$ cat src/rtl/core/assert_macros.svh
// assertion helpers
`ifndef ASSERT_MACROS_SVH
`define ASSERT_MACROS_SVH
// a condition that holds on every clock edge outside reset
`define ASSERT_ALWAYS(label, clk, rst, cond) \
   label: assert property (@(posedge clk) disable iff (rst) (cond)) else $error("%m failed");
// an antecedent that implies a consequent in the next cycle
`define ASSERT_NEXT(label, clk, rst, ante, cons) \
   label: assert property (@(posedge clk) disable iff (rst) (ante) |=> (cons)) else $error("%m failed");
`endif

$ cat src/rtl/core/ggrs_pkg.sv
// ----------------------------------------------------------------------------
// ggrs_pkg
// shared types and direction codes of the grid route stepper
// ----------------------------------------------------------------------------
package ggrs_pkg;
   localparam logic [5:0] DirNone      = 6'd0;
   localparam logic [5:0] DirUpLeft    = 6'd49;
   localparam logic [5:0] DirUp        = 6'd50;
   localparam logic [5:0] DirUpRight   = 6'd51;
   localparam logic [5:0] DirLeft      = 6'd52;
   localparam logic [5:0] DirRight     = 6'd54;
   localparam logic [5:0] DirDownLeft  = 6'd55;
   localparam logic [5:0] DirDown      = 6'd56;
   localparam logic [5:0] DirDownRight = 6'd57;

   localparam logic [1:0] CsrMapWidth  = 2'd0;
   localparam logic [1:0] CsrMapHeight = 2'd1;
   localparam logic [1:0] CsrTolerance = 2'd2;

   // controller to datapath
   typedef struct packed {
      logic load;       // capture route request
      logic write_cell; // write one map cell
      logic rd_issue;   // issue neighbor read number rd_idx
      logic [3:0] rd_idx;
      logic rd_capture; // capture returned data for cap_idx
      logic [3:0] cap_idx;
      logic take_step;  // apply chosen move and emit it
      logic finish;     // emit terminator
   } ctrl_type;

   // datapath to controller
   typedef struct packed {
      logic stop;       // walk must end before the next step
      logic [5:0] code; // chosen move, none means stop
   } stat_type;
endpackage

$ cat src/rtl/core/ggrs_ctrl.sv
// ----------------------------------------------------------------------------
// ggrs_ctrl
// sequencer: nine reads per step, decide, emit
// ----------------------------------------------------------------------------
module ggrs_ctrl import ggrs_pkg::*; #(
   parameter int MAX_STEPS = 23
) (
   input  logic clock,
   input  logic reset,
   input  logic req_start,
   input  logic req_cmd,
   input  logic [7:0] req_step_limit,
   input  stat_type stat,
   output logic busy,
   output ctrl_type ctrl
);
   localparam int SW = $clog2(MAX_STEPS + 1);
   localparam logic [SW-1:0] MaxLim = SW'(MAX_STEPS);

   typedef enum logic [2:0] {IDLE, WRITE, CHECK, READ, DECIDE, DONE} state_type;
   state_type state_ff, state_in;
   logic [3:0] idx_ff, idx_in;
   logic [SW-1:0] left_ff, left_in;
   logic acc;

   assign acc = req_start && !busy;
   assign busy = (state_ff != IDLE);

   always_comb begin
      state_in = state_ff;
      idx_in = idx_ff;
      left_in = left_ff;
      ctrl = '0;
      ctrl.rd_idx = idx_ff;
      ctrl.cap_idx = idx_ff - 4'd1;
      case (state_ff)
         IDLE: begin
            if (acc) begin
               if (req_cmd) begin
                  ctrl.load = 1'b1;
                  state_in = CHECK;
                  left_in = (req_step_limit > 8'(MAX_STEPS)) ? MaxLim
                            : SW'(req_step_limit);
               end else begin
                  state_in = WRITE;
               end
            end
         end
         WRITE: begin
            ctrl.write_cell = 1'b1;
            state_in = IDLE;
         end
         CHECK: begin
            if (left_ff == '0 || stat.stop) begin
               state_in = DONE;
            end else begin
               idx_in = 4'd0;
               state_in = READ;
            end
         end
         READ: begin
            // read data returns in the cycle after issue
            ctrl.rd_issue = (idx_ff < 4'd9);
            ctrl.rd_capture = (idx_ff != 4'd0);
            idx_in = idx_ff + 4'd1;
            if (idx_ff == 4'd9) state_in = DECIDE;
         end
         DECIDE: begin
            if (stat.code == DirNone) begin
               state_in = DONE;
            end else begin
               ctrl.take_step = 1'b1;
               left_in = left_ff - SW'(1);
               state_in = CHECK;
            end
         end
         DONE: begin
            ctrl.finish = 1'b1;
            state_in = IDLE;
         end
         default: state_in = IDLE;
      endcase
   end

   always_ff @(posedge clock) begin
      if (reset) begin
         state_ff <= IDLE;
         idx_ff <= '0;
         left_ff <= '0;
      end else begin
         state_ff <= state_in;
         idx_ff <= idx_in;
         left_ff <= left_in;
      end
   end
endmodule

$ cat config.mk
export PLATFORM = sky130hd
export DESIGN_NAME = ggrs_ctrl
export DESIGN_NICKNAME = d
export VERILOG_FILES = /design/src/rtl/core/assert_macros.svh /design/src/rtl/core/ggrs_pkg.sv /design/src/rtl/core/ggrs_ctrl.sv
export SDC_FILE = /design/constraint.sdc
export NUM_CORES = 1
export LEC_CHECK = 0
export ABC_AREA = 1
export BUFFER_PORTS_ARGS = -buffer_cell sky130_fd_sc_hd__buf_2
export CAP_MARGIN = 20
export CORE_MARGIN = 1
export CORE_UTILIZATION = 52
export CTS_BUF_LIST = sky130_fd_sc_hd__clkbuf_8 sky130_fd_sc_hd__clkbuf_16
export DETAILED_ROUTE_END_ITERATION = 12
export PLACE_DENSITY = 0.84
export SLEW_MARGIN = 10
export SYNTH_ARGS = -nofsm -noshare
export SYNTH_HDL_FRONTEND = slang
export SYNTH_SLANG_ARGS = --single-unit
$ cat constraint.sdc
create_clock -name clock -period 3.8 [get_ports clock]
set_clock_uncertainty 0.15 [all_clocks]
set_input_delay 0 -clock clock [delete_from_list [all_inputs] [get_ports clock]]
set_output_delay 0 -clock clock [all_outputs]
set_load 0.01 [all_outputs]
-- After elaboration in Yosys (flattened, before gate mapping)
Cells that the tools add are included.
- word-level logic and storage cells: 54
- output and inout bits: 15
- input port bits: 19
- bits in registers: 12
- bits in read-only memories: 0
- bits in writable memories: 0
- memories: 0
- bits in latches: 0
- equality and inequality tests: 11
- muxes and demuxes: 22
- shift-type cells: 0
- div/mod/pow operators: 0
- multiply operators: 0
- magnitude comparators: 2
- reduce and logical (&&, ||, !) cells: 13
- bitwise logic cells: 0
- $add $sub $neg: 3
- operator list (kind ; count):
    two-way mux 5 bit ; 4
    two-way mux 3 bit ; 4
    case mux 3 bit (4 select lines) ; 1
    inequality test 2 bit, second input constant ; 5
    case mux 5 bit (2 select lines) ; 1
    two-way mux 1 bit ; 9
    greater-than comparator 8 x 5 -> 1 bit, second input constant ; 1
    case mux 4 bit (2 select lines) ; 1
    == test 3 x 2 -> 1 bit, second input constant ; 2
    == test 3 bit, second input constant ; 2
    logical NOT 6 bit ; 1
    logical NOT 5 bit ; 1
    subtractor 5 x 1 -> 5 bit, second input constant ; 1
    adder 4 x 1 -> 4 bit, second input constant ; 1
    == test 4 bit, second input constant ; 1
    < comparator 4 bit, second input constant ; 1
    two-way mux 4 bit ; 1
    AND reduction 2 bit ; 2
    AND reduction 4 bit ; 1
    nonzero test 2 bit ; 2
    nonzero test 4 bit ; 1
    subtractor 4 x 1 -> 4 bit, second input constant ; 1
    == test 3 x 1 -> 1 bit, second input constant ; 1
    logical NOT 3 bit ; 1
    5 further kinds ; 5

-- Depth between registers and ports, before layout
- word-level depth: 5
- mapped depth: 8
- gate-level depth less buffers: 8

-- Worst setup path after synthesis
No wires, ideal clock.
- kind: reg2reg
- start: register state_ff[0]
- end: register state_ff[1]
- required time: 3.533 ns
- stages on the path, launching flop included: 8
- clock period less this slack: 1.331 ns
- library setup time: 0.117 ns
- path slack: 2.469 ns
- data arrival time: 1.064 ns
- path through: dfxtp_1 > inv_1 > nor3_4 > nand2_1 > nand2_1 > inv_2 > nand2_1 > a21oi_1
- cells in the longest elaborated chain, start to end: 5
- elaborated cells on any way between the ends: 11
- classes of those cells: 5 x eq/ne; 1 x mux; 5 x reduce/logical
- RTL lines (what ; RTL line ; RTL):
    start, declared ; ggrs_ctrl.sv:21 ; state_type state_ff, state_in;
    start signal, assigned ; ggrs_ctrl.sv:91 ; state_ff <= state_in;
    nonzero test 3 bit ; ggrs_ctrl.sv:27 ; assign busy = (state_ff != IDLE);
    logical NOT 1 bit ; ggrs_ctrl.sv:26 ; assign acc = req_start && !busy;
    logical AND 1 bit ; ggrs_ctrl.sv:26 ;
    inequality test 2 bit (no source line) ; -- ;
    AND reduction 2 bit (no source line) ; -- ;
Parallel ways exist; a longest one is shown, timed or not.
A chain may end at the register's enable or synchronous reset.

-- Final worst setup path
Same ends and word-level chain as after synthesis.

==> run summary <==
Die width: 44.1 um
Residual DRC count: 0
Max_cap viols: 0
Initial core utilization: 58.4%
Clock Path Buffers: 2
Complex-gate fraction of the synthesized area: 16.0%
Failing checks: hold timing
Critical path startpoint category: flip-flop
R2R Setup Slk: 2240 ps
Maximum vdd drop: 0.237 mV
Area Growth Syn to Fin: 29.3%
Vias: 1016
Mapped cell area: 921 um^2
DR pass1 iterations: 6
Syn Nets: 166
Ant diodes: 0
Synth Area in Adders: 6.79%
Congestion Overflow GR: 0
GP Congestion: 0.792
Grt met2 use: 43.2%
Endpoint kind of the worst setup timing path: flip-flop
Wire length per cell: 10.8 um
Largest family of logic cells by synthesized area: simple AND/OR/NAND/NOR gates
Maximum clock frequency: 642 MHz
Fin util: 75.6%
XOR/XNOR Fraction of Synth Area: 2.85%
Worst-Skew Late Latency: 240 ps
Hpwl dp: 1660 um
Final setup viols: 0
Met3 Resource Use GR: 5.31%
RSZ-0062 raised after global routing: no
Port bufs: 33
R2R depth: 7
GR peak layer: met2
Arr. time, crit path: 1540 ps
Final antenna-violating net count: 0
Initial antenna violation count: 0
Slew headroom: 76.8%
Die H: 44.1 um
CORE AREA: 0.00158 mm^2
H-tree Lvls: 1
Switching power: 133 uW
Post-synthesis mux area share: 0%
Setup bufs post-CTS: 0
I/O pins: 34
Share of cells above drive strength 1: 29.1%
Fin crit period: 1560 ps
Yosys reg bits: 12
DRT iter0 DRCs: 29
Placement Setup Slack: 2300 ps
Syn Inst Count: 142
Yosys cell types: 21
Die area: 0.00194 mm^2
Final hold slack: -1.23 ps
Clock-pin slew of the registers on the worst-case setup and hold paths: 60 ps
Design Area, Final: 0.00119 mm^2
Total wire length: 2130 um
Simple-Gate Fraction of Synth Area: 35.9%
Root buf cell: clkbuf_8
Classification of the worst setup path: flip-flop to flip-flop
Comb pwr share: 28.5%
GRT Total Usage: 24.5%
Required time of the critical path: 3780 ps
Worst Hold End: left_ff[0]$_SDFFE_PP0P_
Setup ws final: 2240 ps
Sum Neg Setup Slack: 0 ps
CP Max Fanout: 8
Hold path startpoint: req_step_limit[0]
Placed Area: 0.00111 mm^2
Avg Synthesized Cell Area: 6.49 um^2
Hold depth: 5
FF-to-FF Start: state_ff[0]$_SDFFE_PP0P_
Clock network fraction of total power: 35.2%
Via density per instance: 5.13
Sequential area share after synthesis: 26.1%
Cell Pwr Density: 342 mW/mm^2
CTS Sinks: 12
Nets: 207
FP Rows: 14
Grt met1 use: 27.4%
CTS tree: done
Final Cycle Share: 41.0%
Largest net degree at the start of global routing: 11
Switching share of power: 32.6%
Worst-margin pin slew: 348 ps
Commonest cells after routing, fill and taps aside: 33 x buf_2, 23 x inv_1, 21 x nor2_1
Class of the worst hold path: input port to flip-flop
Status: finished with violations
Lkg Pwr: 0.615 nW
CTS Buf Count: 3
Synthesis warning total: 0
Reg-to-reg endpoint: state_ff[1]$_SDFFE_PP0P_
Internal cell power: 274 uW
Commonest non-fill, non-tap cell in the layout: buf_2
Final hold vios: 1
Slew Viols, Final: 0
Fill cell count: 129
First-pass GRT wire length: 3550 um
Vias in the first global route: 942
Sequential power share: 36.3%
-- how the worst max path moves through the flow --
stage / start / to / slack [ps]
2_1_floorplan: state_ff[0]$_SDFFE_PP0P_ / state_ff[1]$_SDFFE_PP0P_ / 2470
3_3_place_gp: state_ff[0]$_SDFFE_PP0P_ / state_ff[1]$_SDFFE_PP0P_ / 2310
3_5_place_dp: state_ff[0]$_SDFFE_PP0P_ / state_ff[1]$_SDFFE_PP0P_ / 2300
4_1_cts: state_ff[0]$_SDFFE_PP0P_ / state_ff[1]$_SDFFE_PP0P_ / 2240
5_1_grt: state_ff[0]$_SDFFE_PP0P_ / state_ff[1]$_SDFFE_PP0P_ / 2130
6_report: state_ff[0]$_SDFFE_PP0P_ / state_ff[1]$_SDFFE_PP0P_ / 2240
-- Yosys cell counts, drive strengths merged --
master  count  area, um^2
xor2        2        17.5
nand3      16         105
nand2      24         110
nor2       22        85.1
xnor2       1        8.76
nand4       1        6.26
clkinv      1        8.76
a21oi       9        52.6
o21ai      19        95.1
nor3        1        16.3
ha          5        62.6
nand3b      1        7.51
inv        28         105
dfxtp      12         240
-- layout make-up --
cell class                 instances  area [um^2]  share of cell area (%)
timing repair buffer              36          195                    16.4
tap                               16         20.0                    1.68
multi-input combinational        101          567                    47.6
inverter                          29          114                    9.56
sequential                        12          240                    20.2
clock buffer                       4         55.1                    4.62
-- cell families (layout without fill, tap and decap cells) --
kind of cell,count (synthesis),count (layout)
buffers and inverters,29,69
and+or+nand+nor,65,65
xor gates and xnor gates,3,3
DFF,12,12
AOI/OAI and AO/OA,28,28
adders and majority gates,5,5
-- critical path, stage by stage, from the launching register on --
cell and delay (ps):
dfxtp_1 340, inv_1 120, nor3_4 350, nand2_1 170, nand2_1 110, inv_2 50
nand2_1 80, a21oi_1 70
-- metal layers --
metal | up-vias | wire length [um]
met1 | 440 | 879
met2 | 29 | 1090
met3 | 12 | 101
li1 | 535 | -
met4 | 0 | 66
met5 | - | 0
-- registers in the layout, indices dropped and copies added (netlist names) --
| name | cells |
|---|---|
| left_ff | 5 |
| idx_ff | 4 |
| state_ff | 3 |
-- power by group through the flow --
stage	registers (mW)	logic, mW	clock network [mW]
final	0.148	0.116	0.143
after global routing	0.150	0.131	0.150
after CTS	0.148	0.117	0.143
after detailed placement	0.150	0.112	0
after global placement	0.150	0.109	0
after floorplan	0.148	0.0807	0
-- what timing repair did --
action | in CTS | in global routing
endpoints found under the hold margin | 6 | 0
hold buffers | 3 | 0
resized for setup | 0 | 0
-- per-stage QoR --
stage | power, mW | instances
after floorplan | 0.228 | 142
after global placement | 0.259 | 191
after detailed placement | 0.262 | 191
after CTS | 0.408 | 198
after global routing | 0.431 | 198
final | 0.407 | 198
Power figures use the tool's default switching activity.
